**config.mk**
```make
export PLATFORM = sky130hd
export DESIGN_NAME = float_precision_round_rne
export DESIGN_NICKNAME = d
export VERILOG_FILES = /design/src/sv/fpr_pkg.sv /design/src/sv/float_precision_round_rne.sv
export SDC_FILE = /design/constraint.sdc
export NUM_CORES = 1
export LEC_CHECK = 0
export BUFFER_PORTS_ARGS = -buffer_cell sky130_fd_sc_hd__buf_2
export CORE_MARGIN = 3
export CORE_UTILIZATION = 35
export CTS_BUF_LIST = sky130_fd_sc_hd__clkbuf_8
export DETAILED_ROUTE_END_ITERATION = 10
export REMOVE_ABC_BUFFERS = 1
export SLEW_MARGIN = 20
export SYNTH_ARGS = -nofsm -noshare
export SYNTH_HDL_FRONTEND = slang
export SYNTH_SLANG_ARGS = --single-unit
```
**constraint.sdc**
```tcl
create_clock -name clock -period 31.8 [get_ports clock]
set_input_delay 4.77 -clock clock [delete_from_list [all_inputs] [get_ports clock]]
set_output_delay 4.77 -clock clock [all_outputs]
set_load 0.005 [all_outputs]
```
**src/sv/fpr_pkg.sv**
```systemverilog
`timescale 1ns / 1ps
package fpr_pkg;
   localparam int unsigned WordWidth = 64;
   localparam int unsigned CsrIndexWidth = 2;
   localparam int unsigned CsrDataWidth = 11;
   typedef enum logic [1:0] {
      CSR_MANTISSA_BITS = 2'd0,
      CSR_MIN_EXPONENT  = 2'd1,
      CSR_MAX_EXPONENT  = 2'd2,
      CSR_UNUSED        = 2'd3
   } csr_index_type;
endpackage

```
**src/sv/float_precision_round_rne.sv**
```systemverilog
`timescale 1ns / 1ps
// Rounds each IEEE double to a narrower binary format (precision, least normal
// exponent and greatest exponent set through the csr_ port; reset gives half
// precision), round to nearest even, result again a double. Zero, NaN and
// infinity pass unchanged; overflow gives signed infinity, underflow signed
// zero. Four register stages (decode, shift, round, pack): one beat enters
// every cycle while req_stall is low and leaves from the pack register.
// rsp_stall freezes the whole pipeline while rsp_valid is high; req_stall follows it.
module float_precision_round_rne (
   input  logic                                 clock,
   input  logic                                 reset,
   input  logic                                 req_valid,
   output logic                                 req_stall,
   input  logic [63:0]                          req_value_bits,
   output logic                                 rsp_valid,
   input  logic                                 rsp_stall,
   output logic [63:0]                          rsp_rounded_bits,
   input  logic                                 csr_write,
   input  logic [fpr_pkg::CsrIndexWidth-1:0]    csr_index,
   input  logic [fpr_pkg::CsrDataWidth-1:0]     csr_data
);
   logic [5:0]         mant_bits_ff;
   logic signed [10:0] min_exp_ff;
   logic [9:0]         max_exp_ff;

   logic advance;
   assign advance = !rsp_stall || !rsp_valid;
   assign req_stall = !advance;

   // configuration registers
   always_ff @(posedge clock) begin
      if (reset) begin
         mant_bits_ff <= 6'd11;
         min_exp_ff   <= -11'sd14;
         max_exp_ff   <= 10'd15;
      end else if (csr_write) begin
         unique case (fpr_pkg::csr_index_type'(csr_index))
            fpr_pkg::CSR_MANTISSA_BITS: mant_bits_ff <= csr_data[5:0];
            fpr_pkg::CSR_MIN_EXPONENT:  min_exp_ff <= $signed(csr_data);
            fpr_pkg::CSR_MAX_EXPONENT:  max_exp_ff <= csr_data[9:0];
            default: ;
         endcase
      end
   end

   // stage 1: decode, find top bit, compute shift
   logic        pass1_in;
   logic        sign1_in;
   logic [52:0] sig1_in;
   logic signed [12:0] lsb1_in, e1_in, q1_in;
   logic [5:0]  top1;
   always_comb begin
      sign1_in = req_value_bits[63];
      pass1_in = (req_value_bits[62:52] == 11'h7FF) || (req_value_bits[62:0] == 63'd0);
      if (req_value_bits[62:52] == 11'd0) begin
         sig1_in = {1'b0, req_value_bits[51:0]};
         lsb1_in = -13'sd1074;
      end else begin
         sig1_in = {1'b1, req_value_bits[51:0]};
         lsb1_in = $signed({2'b00, req_value_bits[62:52]}) - 13'sd1075;
      end
      top1 = 6'd0;
      for (int i = 0; i < 53; i++) begin
         if (sig1_in[i]) top1 = 6'(i);
      end
      e1_in = lsb1_in + $signed({7'd0, top1});
      q1_in = ((e1_in > 13'(min_exp_ff)) ? e1_in : 13'(min_exp_ff))
              - $signed({7'd0, mant_bits_ff}) + 13'sd1;
   end

   logic        v1_ff, pass1_ff, sign1_ff;
   logic [63:0] raw1_ff;
   logic [52:0] sig1_ff;
   logic signed [12:0] lsb1_ff, q1_ff;
   always_ff @(posedge clock) begin
      if (reset) v1_ff <= 1'b0;
      else if (advance) v1_ff <= req_valid;
   end
   always_ff @(posedge clock) begin
      if (advance) begin
         pass1_ff <= pass1_in; sign1_ff <= sign1_in; raw1_ff <= req_value_bits;
         sig1_ff <= sig1_in; lsb1_ff <= lsb1_in; q1_ff <= q1_in;
      end
   end

   // stage 2: shift right, rounding decision
   logic [52:0] kept2_in;
   logic        inc2_in;
   logic signed [12:0] lsb2_in, s2;
   logic [53:0] rem_mask;
   logic [53:0] rem2, half2;
   always_comb begin
      s2 = q1_ff - lsb1_ff;
      kept2_in = sig1_ff;
      inc2_in = 1'b0;
      lsb2_in = lsb1_ff;
      rem_mask = '0; rem2 = '0; half2 = '0;
      if (q1_ff > lsb1_ff) begin
         lsb2_in = q1_ff;
         if (s2 >= 13'sd55) begin
            kept2_in = '0;
         end else begin
            kept2_in = sig1_ff >> s2[5:0];
            rem_mask = (54'd1 << s2[5:0]) - 54'd1;
            rem2 = {1'b0, sig1_ff} & rem_mask;
            half2 = 54'd1 << (s2[5:0] - 6'd1);
            inc2_in = (rem2 > half2) || ((rem2 == half2) && kept2_in[0]);
         end
      end
   end

   logic        v2_ff, pass2_ff, sign2_ff, inc2_ff;
   logic [63:0] raw2_ff;
   logic [52:0] kept2_ff;
   logic signed [12:0] lsb2_ff;
   always_ff @(posedge clock) begin
      if (reset) v2_ff <= 1'b0;
      else if (advance) v2_ff <= v1_ff;
   end
   always_ff @(posedge clock) begin
      if (advance) begin
         pass2_ff <= pass1_ff; sign2_ff <= sign1_ff; raw2_ff <= raw1_ff;
         kept2_ff <= kept2_in; inc2_ff <= inc2_in; lsb2_ff <= lsb2_in;
      end
   end

   // stage 3: increment, find new top bit
   logic [53:0] sig3_in;
   logic [5:0]  top3;
   always_comb begin
      sig3_in = {1'b0, kept2_ff} + {53'd0, inc2_ff};
      top3 = 6'd0;
      for (int i = 0; i < 54; i++) begin
         if (sig3_in[i]) top3 = 6'(i);
      end
   end

   logic        v3_ff, pass3_ff, sign3_ff;
   logic [63:0] raw3_ff;
   logic [53:0] sig3_ff;
   logic [5:0]  top3_ff;
   logic signed [12:0] lsb3_ff;
   always_ff @(posedge clock) begin
      if (reset) v3_ff <= 1'b0;
      else if (advance) v3_ff <= v2_ff;
   end
   always_ff @(posedge clock) begin
      if (advance) begin
         pass3_ff <= pass2_ff; sign3_ff <= sign2_ff; raw3_ff <= raw2_ff;
         sig3_ff <= sig3_in; top3_ff <= top3; lsb3_ff <= lsb2_ff;
      end
   end

   // stage 4: overflow check and pack
   logic [63:0] out4_in;
   logic signed [12:0] eout4, sub_sh;
   logic [53:0] norm4;
   always_comb begin
      eout4 = lsb3_ff + $signed({7'd0, top3_ff});
      sub_sh = lsb3_ff + 13'sd1074;
      norm4 = '0;
      if (pass3_ff) begin
         out4_in = raw3_ff;
      end else if (sig3_ff == '0) begin
         out4_in = {sign3_ff, 63'd0};
      end else if (eout4 > $signed({3'd0, max_exp_ff})) begin
         out4_in = {sign3_ff, 11'h7FF, 52'd0};
      end else if (eout4 >= -13'sd1022) begin
         norm4 = sig3_ff << (6'd52 - top3_ff);
         out4_in = {sign3_ff, 11'(eout4 + 13'sd1023), norm4[51:0]};
      end else begin
         norm4 = sig3_ff << sub_sh[5:0];
         out4_in = {sign3_ff, 11'd0, norm4[51:0]};
      end
   end

   logic        v4_ff;
   logic [63:0] out4_ff;
   always_ff @(posedge clock) begin
      if (reset) v4_ff <= 1'b0;
      else if (advance) v4_ff <= v3_ff;
   end
   always_ff @(posedge clock) begin
      if (advance) out4_ff <= out4_in;
   end

   assign rsp_valid = v4_ff;
   assign rsp_rounded_bits = out4_ff;
endmodule

```
==> impl_metrics.tcl <==
set metrics [dict create \
    min_period_ps 12220 \
    worstPathMaxFanout 19 \
    grt_overflow 0 \
    fmax_mhz 81.82 \
    worst_path_largest_cell_delay_ps 440 \
    place_area_um2 32980 \
    cts.sinks 456 \
    grt_setup_unrepaired "false" \
    fin_area_um2 34330 \
    synth_area_leader_cell "edfxtp_1" \
    die_area_um2 92180 \
    seqCellArea_um2 13380 \
    cts_root_buf "clkbuf_8" \
    die_h_um 303.6 \
    drive_above_1_share_pct 12.62 \
    nets 3502 \
    crit_buf_inv 2 \
    drc 0 \
    hp-class "flip-flop to flip-flop" \
    start_util_pct 35.51 \
    ant_nets 0 \
    drtIter0Drc 2579 \
    fin_hold_ws_ps 383.3 \
    synthesis.area_um2 31000 \
    routed_wl_mm 108.0 \
    num_rows 108 \
    tightestPinTransition_ps 1205 \
    num_vias 26770 \
    synth_edf_count 425 \
    holdPathStages 0 \
    drv_cap 0 \
    cp.arrival_ps 12620 \
    post_cts_resize_count 0 \
    die_w_um 303.6 \
    finalMaxSlewViolations 0 \
    track_usage_pct 22.47 \
    yosysSeqAreaShare_pct 43.17 \
    worst_r2r_path_depth 26 \
    finalSetupViolCount 0 \
    finalCritPeriodShare_pct 38.43 \
    cts_tree "done" \
    slew_headroom_pct 18.95 \
    required_ps 32200 \
    pin_count 148 \
    htree_levels 3 \
    syn_area_per_cell_um2 9.681 \
    cts-hold-fix-buffers 0 \
    layout_commonest_cell "edfxtp_1" \
    layout_common_cells "425 x edfxtp_1, 412 x nand2_1, 205 x nor2_1, 177 x o21ai_0, 164 x a21oi_1" \
    multiInputGateArea_um2 16550 \
    yosysTopAreaCellShare_pct 41.17 \
    syn_inst 3202 \
    finalClockSkew_ps 44.21 \
    post_cts_buffers 0 \
    hold_violations 0 \
    gp_congestion 0.9749 \
    startpoint_type "input pin" \
    netlist_top_cells_area "edfxtp_1 41%, nand2_1 5.0%, ha_1 5.0%, mux2i_1 3.5%, o21ai_0 2.9%" \
    async_flop_share_pct 0 \
    clk-insertion-delay-late_ps 680 \
    rr_endpoint "inc2_ff$_SDFFCE_PP0N_" \
    ys.flop_type "edfxtp_1" \
    hp-start "raw2_ff[32]$_DFFE_PN_" \
    ff2ff_setup_slack_ps 24150 \
    grt_pass1_vias 25510 \
    numCtsBuffers 76 \
    grt_max_degree 154 \
    n_fill_cell 8693 \
    antenna_found_initial 8 \
    ys_seq_elements 456 \
    hold_end "raw3_ff[32]$_DFFE_PN_" \
    portBuffers 147 \
    grt_pass1_wl_mm 160.9 \
    crit_slowest_cell "fa_1" \
    final.setup.tns_ps 0 \
    status "finished, final reports clean" \
    wl_per_cell_um 24.01 \
    via_per_inst 5.951 \
    path_delay_family "compound AO/OA/AOI/OAI gates" \
    crit_path_end_kind "flip-flop" \
    yosys_warnings 0 \
    clkTransAtPathRegs_ps 60 \
    area_delta_synth_final_pct 10.75 \
    synth_cell_types 99 \
    hpwl_mm 79.60 \
    core_um2 87290 \
    clk_path_buf_depth 3 \
    path_class "input pin to flip-flop" \
    first_pass_iters 5 \
    r2r_start "q1_ff[0]$_DFFE_PN_" \
]
sequential cells by signal, summed over array words and instances (netlist names), 11 cells and up:
name,count
sig3_ff,54
raw2_ff,63
raw3_ff,63
lsb2_ff,13
kept2_ff,53
min_exp_ff,11
q1_ff,13
raw1_ff,63
lsb1_ff,12
rsp_rounded_bits,64
lsb3_ff,13
per-stage QoR:
stage,util [%],std cells,setup WS [ps]
2_1_floorplan,-,3023,12050
3_3_place_gp,37.77,4370,18900
3_5_place_dp,37.78,4370,18950
4_1_cts,39.32,4498,19590
5_1_grt,39.33,4499,18940
6_report,39.33,4499,19580
worst register-to-register path, cell delays in order (launching register included):
cell      delay [ps]
edfxtp_1         350
inv_1            100
ha_4             130
inv_1             50
fa_4             480
a21o_1           200
a21oi_1          400
xnor2_2          160
buf_4            570
nor2_1           140
buf_4            250
and3_1           240
inv_1             70
ha_1             370
o221ai_1         520
nor4_1           920
o31ai_1          220
xor2_1           190
and2_1           170
ha_1             270
nand4_1          120
nor4_1           460
and4_1           290
a211oi_1          60
o21ai_0          100
o21ai_0          100
a211oi_1         480
cell usage after synthesis (all sizes together) (15+ instances only):
master	number
clkbuf	135
a211oi	34
a221o	18
o31ai	74
mux2	35
nand2b	19
nand3	121
a21oi	165
and2	35
o21a	27
a22oi	29
and3	33
nor2b	27
nand4	68
o221ai	20
nor2	211
xnor2	63
xor2	61
buf	44
a311oi	15
o211ai	65
o41ai	22
o22ai	16
o21ai	201
nand3b	15
a31oi	41
ha	123
nor4	47
inv	136
mux2i	107
nor3	56
edfxtp	425
mux4	36
a21o	40
nand2	414
dfxtp	31
metal layers:
layer  part of all wire [%]  routed length [um]  vias to the layer above  track usage [%]
met5                  0.049                  53                        -                0
met4                    6.6                7100                        8            13.94
met3                    8.1                8730                      338            3.998
met2                     44               47730                     1273            34.38
met1                     41               44400                    12730            29.55
li1                       -                   -                    12430                -
cell type report:
cell class	count	share of cell area, %
clock inverters	52	0.8746
inverters	137	1.498
flip-flops and latches	456	38.98
well taps	1155	4.209
multi-input cells	2430	48.21
repair buffers	192	3.174
clock buffers	76	3.047
diodes	1	0.007289
worst max path at each step:
stage                      start             endpoint  slack (ps)  depth (start not counted)
2_1_floorplan          rsp_stall            req_stall       12050                          2
3_3_place_gp   req_value_bits[5]  q1_ff[12]$_DFFE_PN_       18900                         38
3_5_place_dp   req_value_bits[5]  q1_ff[12]$_DFFE_PN_       18950                         38
4_1_cts        req_value_bits[5]  q1_ff[12]$_DFFE_PN_       19590                         38
5_1_grt        req_value_bits[5]  q1_ff[12]$_DFFE_PN_       18940                         38
6_report       req_value_bits[5]  q1_ff[12]$_DFFE_PN_       19580                         38
cells by family (layout without fill, tap and decap cells):
kind of cell    Yosys count  in the layout  synth area share [%]
flops                   456            456                 43.17
simple gates           1107           1107                 17.09
compound gates          893            893                 19.64
fa+ha+maj               127            127                 5.223
other cells               1              2               0.01210
mux                     178            178                 7.354
xor+xnor                124            124                 3.503
buf+inv                 316            457                 4.008
Power is left out: the tool's default activity adds up to more than one toggle a clock period on the data nets, which glitch-free logic cannot reach.
